### config.mk
export PLATFORM = sky130hd
export DESIGN_NAME = arp_responder_flat
export DESIGN_NICKNAME = d
export VERILOG_FILES = /design/src/design/arp_pkg.sv /design/src/design/arp_ifs.sv /design/src/design/arp_responder.sv /design/src/design/arp_rx.sv /design/src/design/arp_q.sv /design/src/design/arp_tx.sv /design/src/flat_wrapper.sv
export VERILOG_INCLUDE_DIRS = /design/src /design/src/design
export SDC_FILE = /design/constraint.sdc
export NUM_CORES = 1
export LEC_CHECK = 0
export ABC_AREA = 0
export BUFFER_PORTS_ARGS = -buffer_cell sky130_fd_sc_hd__buf_2
export CAP_MARGIN = 40
export CORE_ASPECT_RATIO = 2
export CORE_UTILIZATION = 40
export DETAILED_ROUTE_END_ITERATION = 8
export PLACE_DENSITY = 0.64
export RECOVER_POWER = 50
export SYNTH_ARGS = -nofsm -noshare
export SYNTH_HDL_FRONTEND = slang
export SYNTH_SLANG_ARGS = --single-unit
### constraint.sdc
create_clock -name clk -period 9.95 [get_ports clk]
set_input_delay 2.4875 -clock clk [delete_from_list [all_inputs] [get_ports clk]]
set_output_delay 2.4875 -clock clk [all_outputs]
set_load 0.005 [all_outputs]
### src/design/assert_macros.svh
// Assertion macros used by the responder's job queue (arp_q).
// No dependencies; the bodies are empty when SYNTHESIS is defined.
`ifndef ASSERT_MACROS_SVH
`define ASSERT_MACROS_SVH
`ifndef SYNTHESIS
// Checked on every rising edge outside reset.
`define ARP_ASSERT(label, clk, rst_n, prop) \
	label: assert property (@(posedge clk) disable iff (!rst_n) prop) \
		else $error("arp_responder: assertion failed");
// Checked on every rising edge, reset included.
`define ARP_ASSERT_ALWAYS(label, clk, prop) \
	label: assert property (@(posedge clk) prop) \
		else $error("arp_responder: assertion failed");
`else
`define ARP_ASSERT(label, clk, rst_n, prop)
`define ARP_ASSERT_ALWAYS(label, clk, prop)
`endif
`endif

### src/design/arp_pkg.sv
// Types, constants and the reply frame builder for the ARP responder.
// No dependencies; used by every module of the block and by the bench.
package arp_pkg;

	localparam int IDX_W     = 11;
	localparam int FRAME_MIN = 42;
	localparam int TX_IDX_W  = $clog2(FRAME_MIN);
	localparam int QDEPTH    = 4;
	localparam int QPTR_W    = $clog2(QDEPTH);
	localparam int QCNT_W    = $clog2(QDEPTH + 1);

	localparam logic [IDX_W-1:0] IDX_MAX = '1;

	localparam logic [47:0] MAC_BCAST    = 48'hFFFF_FFFF_FFFF;
	localparam logic [15:0] ETH_TYPE_ARP = 16'h0806;
	localparam logic [15:0] HTYPE_ETH    = 16'h0001;
	localparam logic [15:0] PTYPE_IPV4   = 16'h0800;
	localparam logic [7:0]  HLEN_ETH     = 8'd6;
	localparam logic [7:0]  PLEN_IPV4    = 8'd4;
	localparam logic [15:0] ARP_OP_REQ   = 16'd1;
	localparam logic [15:0] ARP_OP_REPLY = 16'd2;

	localparam logic KIND_BYTE   = 1'b0;
	localparam logic KIND_REPORT = 1'b1;

	typedef struct packed {
		logic        req;
		logic [47:0] mac;
		logic [31:0] ip;
	} job_t;

	typedef struct packed {
		logic valid;
		job_t job;
	} job_chan_t;

	// Byte i of the 42-byte reply frame, first byte sent first.
	function automatic logic [7:0] reply_byte(input logic [TX_IDX_W-1:0] i,
			input logic [47:0] peer_mac, input logic [31:0] peer_ip,
			input logic [47:0] own_mac, input logic [31:0] own_ip);
		logic [FRAME_MIN*8-1:0] frame;
		logic [8:0] sh;
		frame = {peer_mac, own_mac, ETH_TYPE_ARP, HTYPE_ETH, PTYPE_IPV4,
			HLEN_ETH, PLEN_IPV4, ARP_OP_REPLY, own_mac, own_ip, peer_mac, peer_ip};
		sh = 9'((FRAME_MIN - 1 - int'(i)) * 8);
		return frame[sh +: 8];
	endfunction

endpackage

### src/design/arp_ifs.sv
// Valid/ready channel interfaces for received bytes and for results.
// Depends on nothing.
interface arp_in_if;
	logic       valid;
	logic       ready;
	logic [7:0] rx_byte;
	logic       frame_end;

	modport source (output valid, output rx_byte, output frame_end, input ready);
	modport sink (input valid, input rx_byte, input frame_end, output ready);
endinterface

interface arp_out_if;
	logic        valid;
	logic        ready;
	logic        kind;
	logic [7:0]  tx_byte;
	logic        run_last;
	logic [47:0] peer_mac;
	logic [31:0] peer_ip;

	modport source (output valid, output kind, output tx_byte, output run_last,
		output peer_mac, output peer_ip, input ready);
	modport sink (input valid, input kind, input tx_byte, input run_last,
		input peer_mac, input peer_ip, output ready);
endinterface

### src/design/arp_responder.sv
// Top level of the ARP responder: configuration registers and the wiring
// of parser, job queue and transmit sequencer. Depends on arp_pkg, the
// channel interfaces, arp_rx, arp_q and arp_tx.
//
// Usage: received Ethernet frame bytes enter on the rx channel, one byte per
// transfer, starting at the destination MAC, with frame_end on the final
// byte. A frame addressed to this station (own MAC or broadcast), of type
// ARP, at least 42 bytes long and targeting own_ip is acted on: a request
// produces the 42-byte reply frame as 42 transfers of kind 0 on the tx
// channel, a reply produces a single kind 1 transfer with the sender's MAC
// and IP. run_last marks the final transfer of each run.
// The rx channel takes one byte every cycle while the job queue has room.
// A judged frame's job is written into the queue and then, when the output
// is free, into the output register, and the sequencer then delivers one
// result per cycle while tx.ready is high. Up to four judged frames wait in
// the job queue; when it is full, rx.ready falls until the sequencer starts
// the next job, so a stalled receiver on tx holds results in the output
// register and eventually back-pressures rx.
// Reset clears the frame position, the queue, the output valid flag and both
// address registers (all zero). The address registers sit on the APB port
// at byte addresses 0 (own_mac) and 8 (own_ip), 64-bit data, pready high.
module arp_responder (
	input  logic        clk,
	input  logic        arst_n,
	arp_in_if.sink      rx,
	arp_out_if.source   tx,
	input  logic        psel,
	input  logic        penable,
	input  logic        pwrite,
	input  logic [3:0]  paddr,
	input  logic [63:0] pwdata,
	output logic [63:0] prdata,
	output logic        pready
);

	logic [47:0] own_mac_q;
	logic [31:0] own_ip_q;
	logic        wr_en;

	arp_pkg::job_chan_t push;
	arp_pkg::job_chan_t head;
	logic               room;
	logic               pop;

	// Registers are 64 bits apart, so bit 3 of the address selects one.
	assign pready = 1'b1;
	assign wr_en  = psel && penable && pwrite;
	assign prdata = paddr[3] ? {32'd0, own_ip_q} : {16'd0, own_mac_q};

	always_ff @(posedge clk or negedge arst_n) begin
		if (!arst_n) begin
			own_mac_q <= '0;
			own_ip_q  <= '0;
		end else if (wr_en) begin
			if (paddr[3]) begin
				own_ip_q <= pwdata[31:0];
			end else begin
				own_mac_q <= pwdata[47:0];
			end
		end
	end

	// Front end: parses every byte and pushes a job for each frame acted on.
	arp_rx u_rx (
		.clk     (clk),
		.arst_n  (arst_n),
		.rx      (rx),
		.own_mac (own_mac_q),
		.own_ip  (own_ip_q),
		.room    (room),
		.push    (push)
	);

	// The queue lets the parser run ahead while a reply is still going out.
	arp_q u_q (
		.clk    (clk),
		.arst_n (arst_n),
		.push   (push),
		.room   (room),
		.head   (head),
		.pop    (pop)
	);

	// Back end: one result per cycle, while tx is ready, into a registered output stage.
	arp_tx u_tx (
		.clk     (clk),
		.arst_n  (arst_n),
		.head    (head),
		.pop     (pop),
		.own_mac (own_mac_q),
		.own_ip  (own_ip_q),
		.tx      (tx)
	);

endmodule

### src/design/arp_rx.sv
// Front end: captures ARP fields from received bytes and judges each frame.
// Depends on arp_pkg and arp_in_if.
module arp_rx (
	input  logic                clk,
	input  logic                arst_n,
	arp_in_if.sink              rx,
	input  logic [47:0]         own_mac,
	input  logic [31:0]         own_ip,
	input  logic                room,
	output arp_pkg::job_chan_t  push
);

	logic [arp_pkg::IDX_W-1:0] idx_q;
	logic [47:0] dst_q, smac_q;
	logic [15:0] eth_q, op_q;
	logic [31:0] sip_q, tip_q;
	logic [47:0] dst_n, smac_n;
	logic [15:0] eth_n, op_n;
	logic [31:0] sip_n, tip_n;
	logic        take, frame_ok;

	assign rx.ready = room;
	assign take     = rx.valid && room;

	// Field values including the byte now on the channel.
	always_comb begin
		dst_n  = dst_q;
		eth_n  = eth_q;
		op_n   = op_q;
		smac_n = smac_q;
		sip_n  = sip_q;
		tip_n  = tip_q;
		if (idx_q < 11'd6) begin
			dst_n = {dst_q[39:0], rx.rx_byte};
		end else if (idx_q == 11'd12 || idx_q == 11'd13) begin
			eth_n = {eth_q[7:0], rx.rx_byte};
		end else if (idx_q == 11'd20 || idx_q == 11'd21) begin
			op_n = {op_q[7:0], rx.rx_byte};
		end else if (idx_q >= 11'd22 && idx_q < 11'd28) begin
			smac_n = {smac_q[39:0], rx.rx_byte};
		end else if (idx_q >= 11'd28 && idx_q < 11'd32) begin
			sip_n = {sip_q[23:0], rx.rx_byte};
		end else if (idx_q >= 11'd38 && idx_q < 11'd42) begin
			tip_n = {tip_q[23:0], rx.rx_byte};
		end
	end

	assign frame_ok = eth_n == arp_pkg::ETH_TYPE_ARP
		&& (dst_n == own_mac || dst_n == arp_pkg::MAC_BCAST)
		&& idx_q >= arp_pkg::IDX_W'(arp_pkg::FRAME_MIN - 1)
		&& tip_n == own_ip;

	always_comb begin
		push.valid   = take && rx.frame_end && frame_ok
			&& (op_n == arp_pkg::ARP_OP_REQ || op_n == arp_pkg::ARP_OP_REPLY);
		push.job.req = op_n == arp_pkg::ARP_OP_REQ;
		push.job.mac = smac_n;
		push.job.ip  = sip_n;
	end

	always_ff @(posedge clk or negedge arst_n) begin
		if (!arst_n) begin
			idx_q <= '0;
		end else if (take) begin
			if (rx.frame_end) begin
				idx_q <= '0;
			end else if (idx_q != arp_pkg::IDX_MAX) begin
				idx_q <= idx_q + 1'b1;
			end
		end
	end

	always_ff @(posedge clk) begin
		if (take) begin
			dst_q  <= dst_n;
			eth_q  <= eth_n;
			op_q   <= op_n;
			smac_q <= smac_n;
			sip_q  <= sip_n;
			tip_q  <= tip_n;
		end
	end

endmodule

### src/design/arp_q.sv
// Short job queue between the frame parser and the transmit sequencer.
// Depends on arp_pkg and assert_macros.svh.
`include "assert_macros.svh"
module arp_q (
	input  logic               clk,
	input  logic               arst_n,
	input  arp_pkg::job_chan_t push,
	output logic               room,
	output arp_pkg::job_chan_t head,
	input  logic               pop
);

	arp_pkg::job_t                entries_q [arp_pkg::QDEPTH];
	logic [arp_pkg::QPTR_W-1:0]   wr_ptr_q, rd_ptr_q;
	logic [arp_pkg::QCNT_W-1:0]   count_q;

	assign room       = count_q != arp_pkg::QCNT_W'(arp_pkg::QDEPTH);
	assign head.valid = count_q != '0;
	assign head.job   = entries_q[rd_ptr_q];

	always_ff @(posedge clk or negedge arst_n) begin
		if (!arst_n) begin
			wr_ptr_q <= '0;
			rd_ptr_q <= '0;
			count_q  <= '0;
		end else begin
			if (push.valid) begin
				wr_ptr_q <= wr_ptr_q + 1'b1;
			end
			if (pop) begin
				rd_ptr_q <= rd_ptr_q + 1'b1;
			end
			if (push.valid && !pop) begin
				count_q <= count_q + 1'b1;
			end else if (pop && !push.valid) begin
				count_q <= count_q - 1'b1;
			end
		end
	end

	always_ff @(posedge clk) begin
		if (push.valid) begin
			entries_q[wr_ptr_q] <= push.job;
		end
	end

	`ARP_ASSERT(a_push_has_room, clk, arst_n, push.valid |-> room)
	`ARP_ASSERT(a_pop_not_empty, clk, arst_n, pop |-> count_q != '0)
	`ARP_ASSERT_ALWAYS(a_count_bound, clk, count_q <= arp_pkg::QCNT_W'(arp_pkg::QDEPTH))
	`ARP_ASSERT(a_count_rise, clk, arst_n,
		(push.valid && !pop) |=> count_q == arp_pkg::QCNT_W'($past(count_q) + 1'b1))

endmodule

### src/design/arp_tx.sv
// Back end: turns queued jobs into reply frame bytes or address reports.
// Depends on arp_pkg and arp_out_if.
module arp_tx (
	input  logic               clk,
	input  logic               arst_n,
	input  arp_pkg::job_chan_t head,
	output logic               pop,
	input  logic [47:0]        own_mac,
	input  logic [31:0]        own_ip,
	arp_out_if.source          tx
);

	logic                         active_q;
	logic [arp_pkg::TX_IDX_W-1:0] idx_q;
	logic [47:0]                  mac_q;
	logic [31:0]                  ip_q;
	logic                         out_valid_q;
	logic                         kind_q, last_q;
	logic [7:0]                   byte_q;
	logic [47:0]                  pmac_q;
	logic [31:0]                  pip_q;

	logic                         load, emit, is_last;
	logic [arp_pkg::TX_IDX_W-1:0] cur_idx;
	logic [47:0]                  cur_mac;
	logic [31:0]                  cur_ip;
	logic                         cur_req;

	// A new job is started straight from the queue head, so a reply runs
	// at one byte per cycle while tx.ready is high, with no bubble between jobs.
	assign load    = !out_valid_q || tx.ready;
	assign emit    = load && (active_q || head.valid);
	assign pop     = load && !active_q && head.valid;
	assign cur_idx = active_q ? idx_q : '0;
	assign cur_mac = active_q ? mac_q : head.job.mac;
	assign cur_ip  = active_q ? ip_q : head.job.ip;
	assign cur_req = active_q || head.job.req;
	assign is_last = cur_idx == arp_pkg::TX_IDX_W'(arp_pkg::FRAME_MIN - 1);

	always_ff @(posedge clk or negedge arst_n) begin
		if (!arst_n) begin
			active_q    <= 1'b0;
			idx_q       <= '0;
			out_valid_q <= 1'b0;
		end else begin
			if (load) begin
				out_valid_q <= emit;
			end
			if (emit && cur_req) begin
				active_q <= !is_last;
				idx_q    <= cur_idx + 1'b1;
			end
		end
	end

	always_ff @(posedge clk) begin
		if (pop) begin
			mac_q <= head.job.mac;
			ip_q  <= head.job.ip;
		end
		if (emit) begin
			if (cur_req) begin
				kind_q <= arp_pkg::KIND_BYTE;
				byte_q <= arp_pkg::reply_byte(cur_idx, cur_mac, cur_ip, own_mac, own_ip);
				last_q <= is_last;
				pmac_q <= '0;
				pip_q  <= '0;
			end else begin
				kind_q <= arp_pkg::KIND_REPORT;
				byte_q <= '0;
				last_q <= 1'b1;
				pmac_q <= cur_mac;
				pip_q  <= cur_ip;
			end
		end
	end

	assign tx.valid    = out_valid_q;
	assign tx.kind     = kind_q;
	assign tx.tx_byte  = byte_q;
	assign tx.run_last = last_q;
	assign tx.peer_mac = pmac_q;
	assign tx.peer_ip  = pip_q;

endmodule

### src/flat_wrapper.sv
// flat-port wrapper written by rule: the top's interface ports become plain ports
module arp_responder_flat 
  (clk, arst_n, psel, penable, pwrite, paddr, pwdata, prdata, pready, rx_valid, rx_rx_byte, rx_frame_end, rx_ready, tx_valid, tx_kind, tx_tx_byte, tx_run_last, tx_peer_mac, tx_peer_ip, tx_ready);
  arp_in_if rx_i ();
  arp_out_if tx_i ();
  input  logic clk;
  input  logic arst_n;
  input  logic psel;
  input  logic penable;
  input  logic pwrite;
  input  logic [3:0] paddr;
  input  logic [63:0] pwdata;
  output logic [63:0] prdata;
  output logic pready;
  input wire logic [$bits(rx_i.valid)-1:0] rx_valid;
  input wire logic [$bits(rx_i.rx_byte)-1:0] rx_rx_byte;
  input wire logic [$bits(rx_i.frame_end)-1:0] rx_frame_end;
  output wire logic [$bits(rx_i.ready)-1:0] rx_ready;
  output wire logic [$bits(tx_i.valid)-1:0] tx_valid;
  output wire logic [$bits(tx_i.kind)-1:0] tx_kind;
  output wire logic [$bits(tx_i.tx_byte)-1:0] tx_tx_byte;
  output wire logic [$bits(tx_i.run_last)-1:0] tx_run_last;
  output wire logic [$bits(tx_i.peer_mac)-1:0] tx_peer_mac;
  output wire logic [$bits(tx_i.peer_ip)-1:0] tx_peer_ip;
  input wire logic [$bits(tx_i.ready)-1:0] tx_ready;
  assign rx_i.valid = rx_valid;
  assign rx_i.rx_byte = rx_rx_byte;
  assign rx_i.frame_end = rx_frame_end;
  assign rx_ready = rx_i.ready;
  assign tx_valid = tx_i.valid;
  assign tx_kind = tx_i.kind;
  assign tx_tx_byte = tx_i.tx_byte;
  assign tx_run_last = tx_i.run_last;
  assign tx_peer_mac = tx_i.peer_mac;
  assign tx_peer_ip = tx_i.peer_ip;
  assign tx_i.ready = tx_ready;
  arp_responder u_core (.clk(clk), .arst_n(arst_n), .rx(rx_i), .tx(tx_i), .psel(psel), .penable(penable), .pwrite(pwrite), .paddr(paddr), .pwdata(pwdata), .prdata(prdata), .pready(pready));
endmodule
==> impl_results.rst, run 1 <==
.. list-table::
   :header-rows: 1

   * - Metric
     - Value
   * - Result of the run
     - complete, but fails checks
   * - Violated checks
     - max-capacitance violations, max-slew violations
   * - Maximum ir drop on the vdd rail
     - 0.136 mV
   * - Library cell used as clock root buffer
     - clkbuf_16
   * - CP Max Fanout
     - 39
   * - Vias in the first global route
     - 20800
   * - Gr usage total
     - 23.5%
   * - Global-route wire length before repair
     - 146000 um
   * - Placer's final routability congestion estimate
     - 1.05
   * - Delay of the slowest cell on the worst path
     - 1470 ps
   * - Top cells by count, synth
     - edfxtp_1, mux2_2, nand2_1
   * - Number of port buffers
     - 204
   * - Die boundary height
     - 416 um
   * - Share of async-settable or async-resettable flops after synthesis
     - 13.4%
   * - Die Outline Area
     - 87000 um^2
   * - Post-route antenna net violation count
     - 0
   * - Start point of the critical path
     - u_core.u_rx.idx_q[2]$_DFFE_PN0P_
   * - Clock tree from TritonCTS
     - built
   * - Residual DRC count
     - 0
   * - Area fraction of the dominant cell type after synthesis
     - 60.0%
   * - Worst flop-to-flop path endpoint
     - u_core.u_q.entries_q[2][14]$_DFFE_PP_
   * - Hold violation count in the final report
     - 0
   * - Combined flip-flop and latch cell area
     - 23300 um^2
   * - Placeable Area
     - 84800 um^2
   * - Number of buffers on the longest clock path
     - 3
   * - Setup TNS
     - 0 ps
   * - RSZ-0062 raised after global routing
     - false
   * - Count of pins over their slew limit
     - 606
   * - Vias per Instance
     - 5.73
   * - Clock-pin slew reported for the worst setup and hold paths after clock tree synthesis
     - 60 ps
   * - Power density cells
     - 245 nW/um^2
   * - Chip width
     - 209 um
   * - Synthesis-to-layout area growth
     - 13.8%
   * - Post-CTS resize count
     - 0
   * - Count of vias placed by the detailed router
     - 20100
   * - Effective utilization at floorplan
     - 40.4%
   * - Buffers inserted by post-CTS timing repair
     - 0
   * - Number of top-level design ports
     - 241
   * - Number of standard cells after synthesis
     - 2164
   * - Largest cells by area after synthesis
     - edfxtp_1, mux2_2, dfrtp_1
   * - Required time worst endpoint
     - 10260 ps
   * - Startpoint kind of the worst setup timing path
     - register
   * - Initial antenna violation count
     - 13
   * - Min-delay src
     - u_core.own_mac_q[22]$_DFFE_PN0P_
   * - Final worst-path cycle share
     - 75.3%
   * - Max_slew headroom
     - -167%
   * - Number of clock sinks
     - 792
   * - Total grt overflow
     - 0
   * - End point of the most critical hold path
     - u_core.own_mac_q[22]$_DFFE_PN0P_
   * - Multi-input gate area
     - 10300 um^2
   * - Cells along the critical path
     - a2111oi_0 -> nand3_1 -> clkbuf_1 -> mux2_2 -> a21oi_1 -> nor4bb_1 -> a41oi_1 -> or4_1 -> nor2_4 -> buf_16 -> buf_4
   * - Worst-case register-to-register setup slack
     - 2460 ps
   * - Fraction of layout cells with a size suffix above 1
     - 24.7%
   * - Slowest cell on crit path
     - nand3_1
   * - Total clock buffers created by CTS
     - 73
   * - Worst-skew pair later-pin latency
     - 680 ps
   * - Sequential area share after synthesis
     - 67.8%
   * - Routed length per placed instance
     - 28.9 um
   * - Upper clock frequency limit
     - 134 MHz
   * - Worst setup skew after layout
     - 33.9 ps
   * - DRT iter0 DRCs
     - 1798
   * - Mean cell area of the mapped netlist
     - 15.9 um^2
   * - Length of the first detailed-routing pass in iterations
     - 7
   * - Launch point of the worst reg-to-reg path
     - u_core.u_rx.idx_q[2]$_DFFE_PN0P_
   * - Number of synthesized register bits
     - 792
   * - Library cell with the largest summed area after synthesis
     - edfxtp_1
   * - Slew at the pin closest to its max-slew limit
     - 4010 ps
   * - Startpoint-to-endpoint class of the critical path
     - register to register
   * - Count of cells along the worst hold path
     - 1
   * - Post-layout net count
     - 2478
   * - Number of standard-cell rows in the floorplan
     - 151
   * - Cell variety after synth
     - 71
   * - Post-detail-place hpwl
     - 70200 um
   * - Category of the worst setup path capture point
     - register
   * - Max-cap violations
     - 16
   * - Clock period minus final worst setup slack
     - 7490 ps
   * - Number of synthesized flops with an enable pin
     - 686
   * - Hold-fix buffers at CTS
     - 0
   * - Top-count cell post-synth
     - edfxtp_1
   * - Endpoints failing setup
     - 0
   * - Hold slack final
     - 511 ps
   * - Depth of the most critical reg-to-reg path
     - 11
   * - Most common flop cell mapped by yosys
     - edfxtp_1
   * - Final wirelength
     - 102000 um
   * - Hold WC Path Type
     - register to register
   * - Arrival time reported for the critical path endpoint
     - 7800 ps
   * - FILL cells
     - 7371
   * - Leakage power figure
     - 0.0122 uW
   * - CTS H-Tree Depth
     - 3
   * - Maximum number of pins on one net before global-route repair
     - 82
   * - Count of synthesis-stage warnings from yosys
     - 0
   * - Syn Std Cell Area
     - 34300 um^2
## where the power goes
part | internal [uW] | total (uW) | switching (uW) | leakage, uW
Combinational | 825 | 2080 | 1260 | 0.00470
Sequential | 4030 | 4530 | 493 | 0.00631
Clock | 1650 | 2940 | 1290 | 0.00119
## metal layers
layer / share of wire, % / global-route usage (%)
met1: 36 / 26.7
met2: 52 / 41.2
met3: 5.6 / 3.88
met4: 6.2 / 14.0
met5: 0.068 / 0
## registers in the layout (all words and copies together), names as in the netlist, 48 cells and up
register and cells:
u_core.u_q.entries_q 324, u_core.u_tx.mac_q 48, u_core.u_rx.smac_q 48, u_core.u_rx.dst_q 48, u_core.own_mac_q 48, u_core.u_tx.tx.peer_mac 48
## per-stage QoR
step | setup WS, ps | cell area [um^2] | cells | util [%] | total power, uW
floorplan | 263 | 34400 | 2179 | - | 5680
global placement | 2600 | 36600 | 3368 | 43.1 | 6620
detailed placement | 2850 | 36800 | 3377 | 43.3 | 6670
CTS | 3510 | 39200 | 3512 | 46.2 | 9610
global route | 2000 | 39000 | 3512 | 46.0 | 9880
finish | 2460 | 39000 | 3514 | 46.0 | 9550
## critical path: cells and delay by family, from the launching register on
kind | cells | cell delay, ps
compound gates | 3 | 1230
buf+inv | 3 | 1540
flops | 1 | 530
mux | 1 | 510
simple gates | 4 | 3230
## logic make-up after synthesis
logic type                 Yosys count  synth area share, %
AOI/OAI and AO/OA                  263                 5.08
xor gates and xnor gates            86                 2.24
buffers and inverters              204                 2.55
adders and majority gates           13                0.496
and+or+nand+nor                    411                 6.19
DFF                                792                 67.8
other                                2               0.0219
muxes                              393                 15.7
## placed cells by master (no fill, tap or decap), drive strengths merged, types with 25 or more instances in the layout
cell    Yosys  final
o22ai      31     31
dfrtp     106    106
nand4      30     30
clkinv      0     25
edfxtp    686    686
and2       77     77
mux2i      40     40
mux4       87     87
inv        81     86
o21ai      86     86
mux2      266    266
a21oi      38     38
nor2b      25     25
buf        50    224
nand2     114    114
clkbuf     73    115
xnor2      43     43
xor2       43     43
nor3       26     26
nor2       77     77
## how the worst max path moves through the flow
stage	to	slack, ps	cells past startpoint
after floorplan	u_core.u_q.count_q[1]$_DFFE_PN0P_	260	7
after CTS	u_core.u_q.entries_q[2][30]$_DFFE_PP_	3510	12
after global placement	u_core.u_q.entries_q[2][62]$_DFFE_PP_	2600	11
after detailed placement	u_core.u_q.entries_q[2][62]$_DFFE_PP_	2850	13
after global routing	u_core.own_mac_q[45]$_DFFE_PN0P_	2000	3
final	u_core.u_q.entries_q[2][14]$_DFFE_PP_	2460	11
## cell type report
class / instances / area share, %
inverters: 81 / 0.779
well taps: 1071 / 3.43
clock inverters: 44 / 1.42
flip-flops and latches: 792 / 59.6
diodes: 2 / 0.0128
clock buffers: 91 / 4.90
multi-input cells: 1183 / 26.3
repair buffers: 250 / 3.63
(Power assumes the default switching activity.)
==> inputs of run 2 (changes only) <==
==> constraint.sdc (replaced) <==
create_clock -name clk -period 7.02 [get_ports clk]
set_input_delay 1.755 -clock clk [delete_from_list [all_inputs] [get_ports clk]]
set_output_delay 1.755 -clock clk [all_outputs]
set_load 0.005 [all_outputs]
==> run 2 against run 1 <==
The run still ends with max-capacitance violations, max-slew violations left. Final area is 0.28% higher. Global-route usage is 0.23 points lower. Clock power up 46%. Critical path depth rose by 5. Via count fell by 0.82%. Clock skew shrank 13 ps. Worst setup slack lost 1400 ps. Total power is 43% higher. Largest cell class unchanged.
==> impl_results.rst, run 2 (synthesized netlist as in run 1, its figures left out) <==
.. list-table::
   :header-rows: 1

   * - Metric
     - Value
   * - Result of the run
     - complete, but fails checks (unchanged)
   * - Violated checks
     - max-capacitance violations, max-slew violations (unchanged)
   * - Count of pins over their slew limit
     - 542 (was 606)
   * - Effective utilization at floorplan
     - 40.4% (unchanged)
   * - Die Outline Area
     - 87000 um^2 (unchanged)
   * - FILL cells
     - 7329 (was 7371)
   * - Switching share of power
     - 31.3% (was 31.8%)
   * - Max_slew headroom
     - -139% (was -167%)
   * - Leading cell types in the layout, fill and taps excluded
     - edfxtp_1, buf_2, mux2_2, nand2_1, dfrtp_1 (unchanged)
   * - Placer's final routability congestion estimate
     - 0.996 (was 1.05)
   * - Die boundary height
     - 416 um (unchanged)
   * - Buffers inserted by post-CTS timing repair
     - 0 (unchanged)
   * - Count of vias placed by the detailed router
     - 20000 (was 20100)
   * - Post-route antenna net violation count
     - 0 (unchanged)
   * - Worst setup skew after layout
     - 20.6 ps (was 33.9 ps)
   * - Final worst-path cycle share
     - 85.5% (was 75.3%)
   * - Largest reg by FF count
     - u_core.u_q.entries_q (unchanged)
   * - Total grt overflow
     - 0 (unchanged)
   * - Clock period minus final worst setup slack
     - 6000 ps (was 7490 ps)
   * - Chip width
     - 209 um (unchanged)
   * - Hold-fix buffers at CTS
     - 0 (unchanged)
   * - Leakage power figure
     - 0.0123 uW (was 0.0122 uW)
   * - Part of the total power dissipated in the clock network
     - 31.3% (was 30.7%)
   * - Clock-pin slew reported for the worst setup and hold paths after clock tree synthesis
     - 60 ps (about the same)
   * - Final wirelength
     - 100000 um (was 102000 um)
   * - Number of buffers on the longest clock path
     - 3 (unchanged)
   * - Placed Instances
     - 3381 (was 3377)
   * - Startpoint kind of the worst setup timing path
     - register (unchanged)
   * - Number of top-level design ports
     - 241 (unchanged)
   * - Routed length per placed instance
     - 28.5 um (was 28.9 um)
   * - Residual DRC count
     - 0 (unchanged)
   * - Routed metal-1 wire length
     - 36300 um (was 36900 um)
   * - RSZ-0062 raised after global routing
     - false (unchanged)
   * - CTS H-Tree Depth
     - 3 (unchanged)
   * - Detailed-routed wire length on met2
     - 51700 um (was 52600 um)
   * - Clock tree from TritonCTS
     - built (unchanged)
   * - Power density cells
     - 349 nW/um^2 (was 245 nW/um^2)
   * - Fraction of layout cells with a size suffix above 1
     - 25.7% (was 24.7%)
   * - Placeable Area
     - 84800 um^2 (unchanged)
   * - Upper clock frequency limit
     - 167 MHz (was 134 MHz)
   * - Length of the first detailed-routing pass in iterations
     - 5 (was 7)
   * - Startpoint-to-endpoint class of the critical path
     - register to register (unchanged)
   * - Arrival time reported for the critical path endpoint
     - 6590 ps (was 7800 ps)
   * - Slew at the pin closest to its max-slew limit
     - 3580 ps (was 4010 ps)
   * - Post-layout net count
     - 2481 (was 2478)
   * - Maximum ir drop on the vdd rail
     - 0.244 mV (was 0.136 mV)
   * - Delay of the slowest cell on the worst path
     - 940 ps (was 1470 ps)
   * - CP Max Fanout
     - 24 (was 39)
   * - Gr usage total
     - 23.2% (was 23.5%)
   * - Power dissipated by switching net loads
     - 4280 uW (was 3040 uW)
   * - Number of port buffers
     - 204 (unchanged)
   * - Sum of buffers and inverters on the critical path
     - 3 (unchanged)
   * - Initial antenna violation count
     - 8 (was 13)
   * - Top delay family on crit path
     - simple AND/OR/NAND/NOR gates (unchanged)
   * - Endpoints failing setup
     - 0 (unchanged)
   * - Hold WC Path Type
     - register to register (unchanged)
   * - Stages on worst setup path
     - 16 (was 11)
   * - Post-detail-place hpwl
     - 69500 um (was 70200 um)
   * - Max-cap violations
     - 14 (was 16)
   * - Worst-case register-to-register setup slack
     - 1020 ps (was 2460 ps)
   * - Maximum number of pins on one net before global-route repair
     - 130 (was 82)
   * - Final cell count without fillers
     - 3516 (was 3514)
   * - Global-route wire length before repair
     - 144000 um (was 146000 um)
   * - Most common cell after layout, fill and taps aside
     - edfxtp_1 (unchanged)
   * - Required time worst endpoint
     - 7610 ps (was 10260 ps)
   * - Logic pwr share
     - 21.9% (was 21.8%)
   * - Total clock buffers created by CTS
     - 72 (was 73)
   * - Count of cells along the worst hold path
     - 1 (unchanged)
   * - Synthesis-to-layout area growth
     - 14.1% (was 13.8%)
   * - Number of flip-flops in the largest register
     - 324 (unchanged)
   * - Hold violation count in the final report
     - 0 (unchanged)
   * - Sequential Power Share
     - 46.7% (was 47.4%)
   * - Vias per Instance
     - 5.68 (was 5.73)
   * - Vias in the first global route
     - 20800 (about the same)
   * - Met3 WL post-DR
     - 4860 um (was 5700 um)
   * - DRT iter0 DRCs
     - 1658 (was 1798)
   * - Library cell used as clock root buffer
     - clkbuf_16 (unchanged)
   * - Worst-skew pair later-pin latency
     - 670 ps (was 680 ps)
   * - Slowest cell on crit path
     - nand3_1 (unchanged)
   * - Utilization after layout
     - 46.2% (was 46.0%)
   * - Cells along the critical path
     - a2111oi_4 -> nand3_1 -> buf_4 -> mux2_2 -> xnor2_1 -> nand3_1 -> a2111oi_2 -> a41oi_1 -> or4_1 -> inv_1 -> ha_1 -> inv_1 -> fa_1 -> xor2_1 -> nor2_1 -> xor2_1 (was a2111oi_0 -> nand3_1 -> clkbuf_1 -> mux2_2 -> a21oi_1 -> nor4bb_1 -> a41oi_1 -> or4_1 -> nor2_4 -> buf_16 -> buf_4)
   * - Number of clock sinks
     - 792 (unchanged)
   * - Depth of the most critical reg-to-reg path
     - 16 (was 11)
   * - Uppermost layer routed
     - met5 (unchanged)
   * - Number of standard-cell rows in the floorplan
     - 151 (unchanged)
   * - Post-CTS resize count
     - 0 (unchanged)
   * - Category of the worst setup path capture point
     - register (unchanged)
   * - Internal power
     - 9380 uW (was 6510 uW)
[run 2: cell count changes in the layout (fill, tap and decap cells not counted), sizes merged]
| cell | change |
|---|---|
| clkbuf | -4 |
| bufinv | +2 |
| inv | -2 |
| clkinv | -1 |
| clkdlybuf4s15 | -2 |
| clkinvlp | -3 |
| buf | +10 |
| diode | +2 |
[run 2: per-stage QoR]
stage	instance area [um^2]	power [uW]	hold slack, ps	setup slack (ps)	TNS (ps)
floorplan	34400	8010	466	-658	-213210
global placement	36700	9420	481	1240	0
detailed placement	36700	9460	494	1290	0
CTS	39300	13800	508	1770	0
global route	39100	14200	529	857	0
finish	39200	13700	506	1020	0
[run 2: routing by layer]
| layer | up-vias | global-route usage (%) |
|---|---|---|
| met3 | 264 | 3.72 |
| met2 | 744 | 40.5 |
| met4 | 6 | 16.1 |
| met1 | 10200 | 25.8 |
| li1 | 8721 | - |
| met5 | - | 0 |
[run 2: final timing paths]
check / startpoint / endpoint
max reg2reg: u_core.u_rx.idx_q[1]$_DFFE_PN0P_ / u_core.u_q.count_q[2]$_DFFE_PN0P_
min in group asynchronous: arst_n / u_core.u_rx.idx_q[1]$_DFFE_PN0P_
max in group asynchronous: arst_n / u_core.u_tx.idx_q[1]$_DFFE_PN0P_
min: u_core.own_mac_q[22]$_DFFE_PN0P_ / u_core.own_mac_q[22]$_DFFE_PN0P_
min reg2reg: u_core.own_mac_q[22]$_DFFE_PN0P_ / u_core.own_mac_q[22]$_DFFE_PN0P_
max: u_core.u_rx.idx_q[1]$_DFFE_PN0P_ / u_core.u_q.count_q[2]$_DFFE_PN0P_
[run 2: area by class of cell]
cell class / count / area (um^2) / share of cell area (%)
clock buffer: 91 / 2020 / 5.16
tap: 1071 / 1340 / 3.42
antenna: 4 / 10.0 / 0.0256
multi-input combinational: 1183 / 10300 / 26.3
sequential: 792 / 23300 / 59.4
timing repair buffer: 254 / 1400 / 3.57
clock inverter: 40 / 546 / 1.39
inverter: 81 / 304 / 0.776
[run 2: power groups by stage]
stage	Combinational (uW)	Clock [uW]	Sequential, uW
2_1_floorplan	1910	0	6100
3_3_place_gp	2960	0	6460
3_5_place_dp	3000	0	6470
4_1_cts	3010	4370	6380
5_1_grt	3200	4530	6420
6_report	3000	4280	6380
[run 2: worst reg2reg max path, stage by stage (launching register included)]
cell and delay, ps:
dfrtp_1 510, a2111oi_4 380, nand3_1 940, buf_4 580, mux2_2 310, xnor2_1 210, nand3_1 120, a2111oi_2 670
a41oi_1 260, or4_1 740, inv_1 140, ha_1 200, inv_1 60, fa_1 370, xor2_1 170, nor2_1 120
xor2_1 160
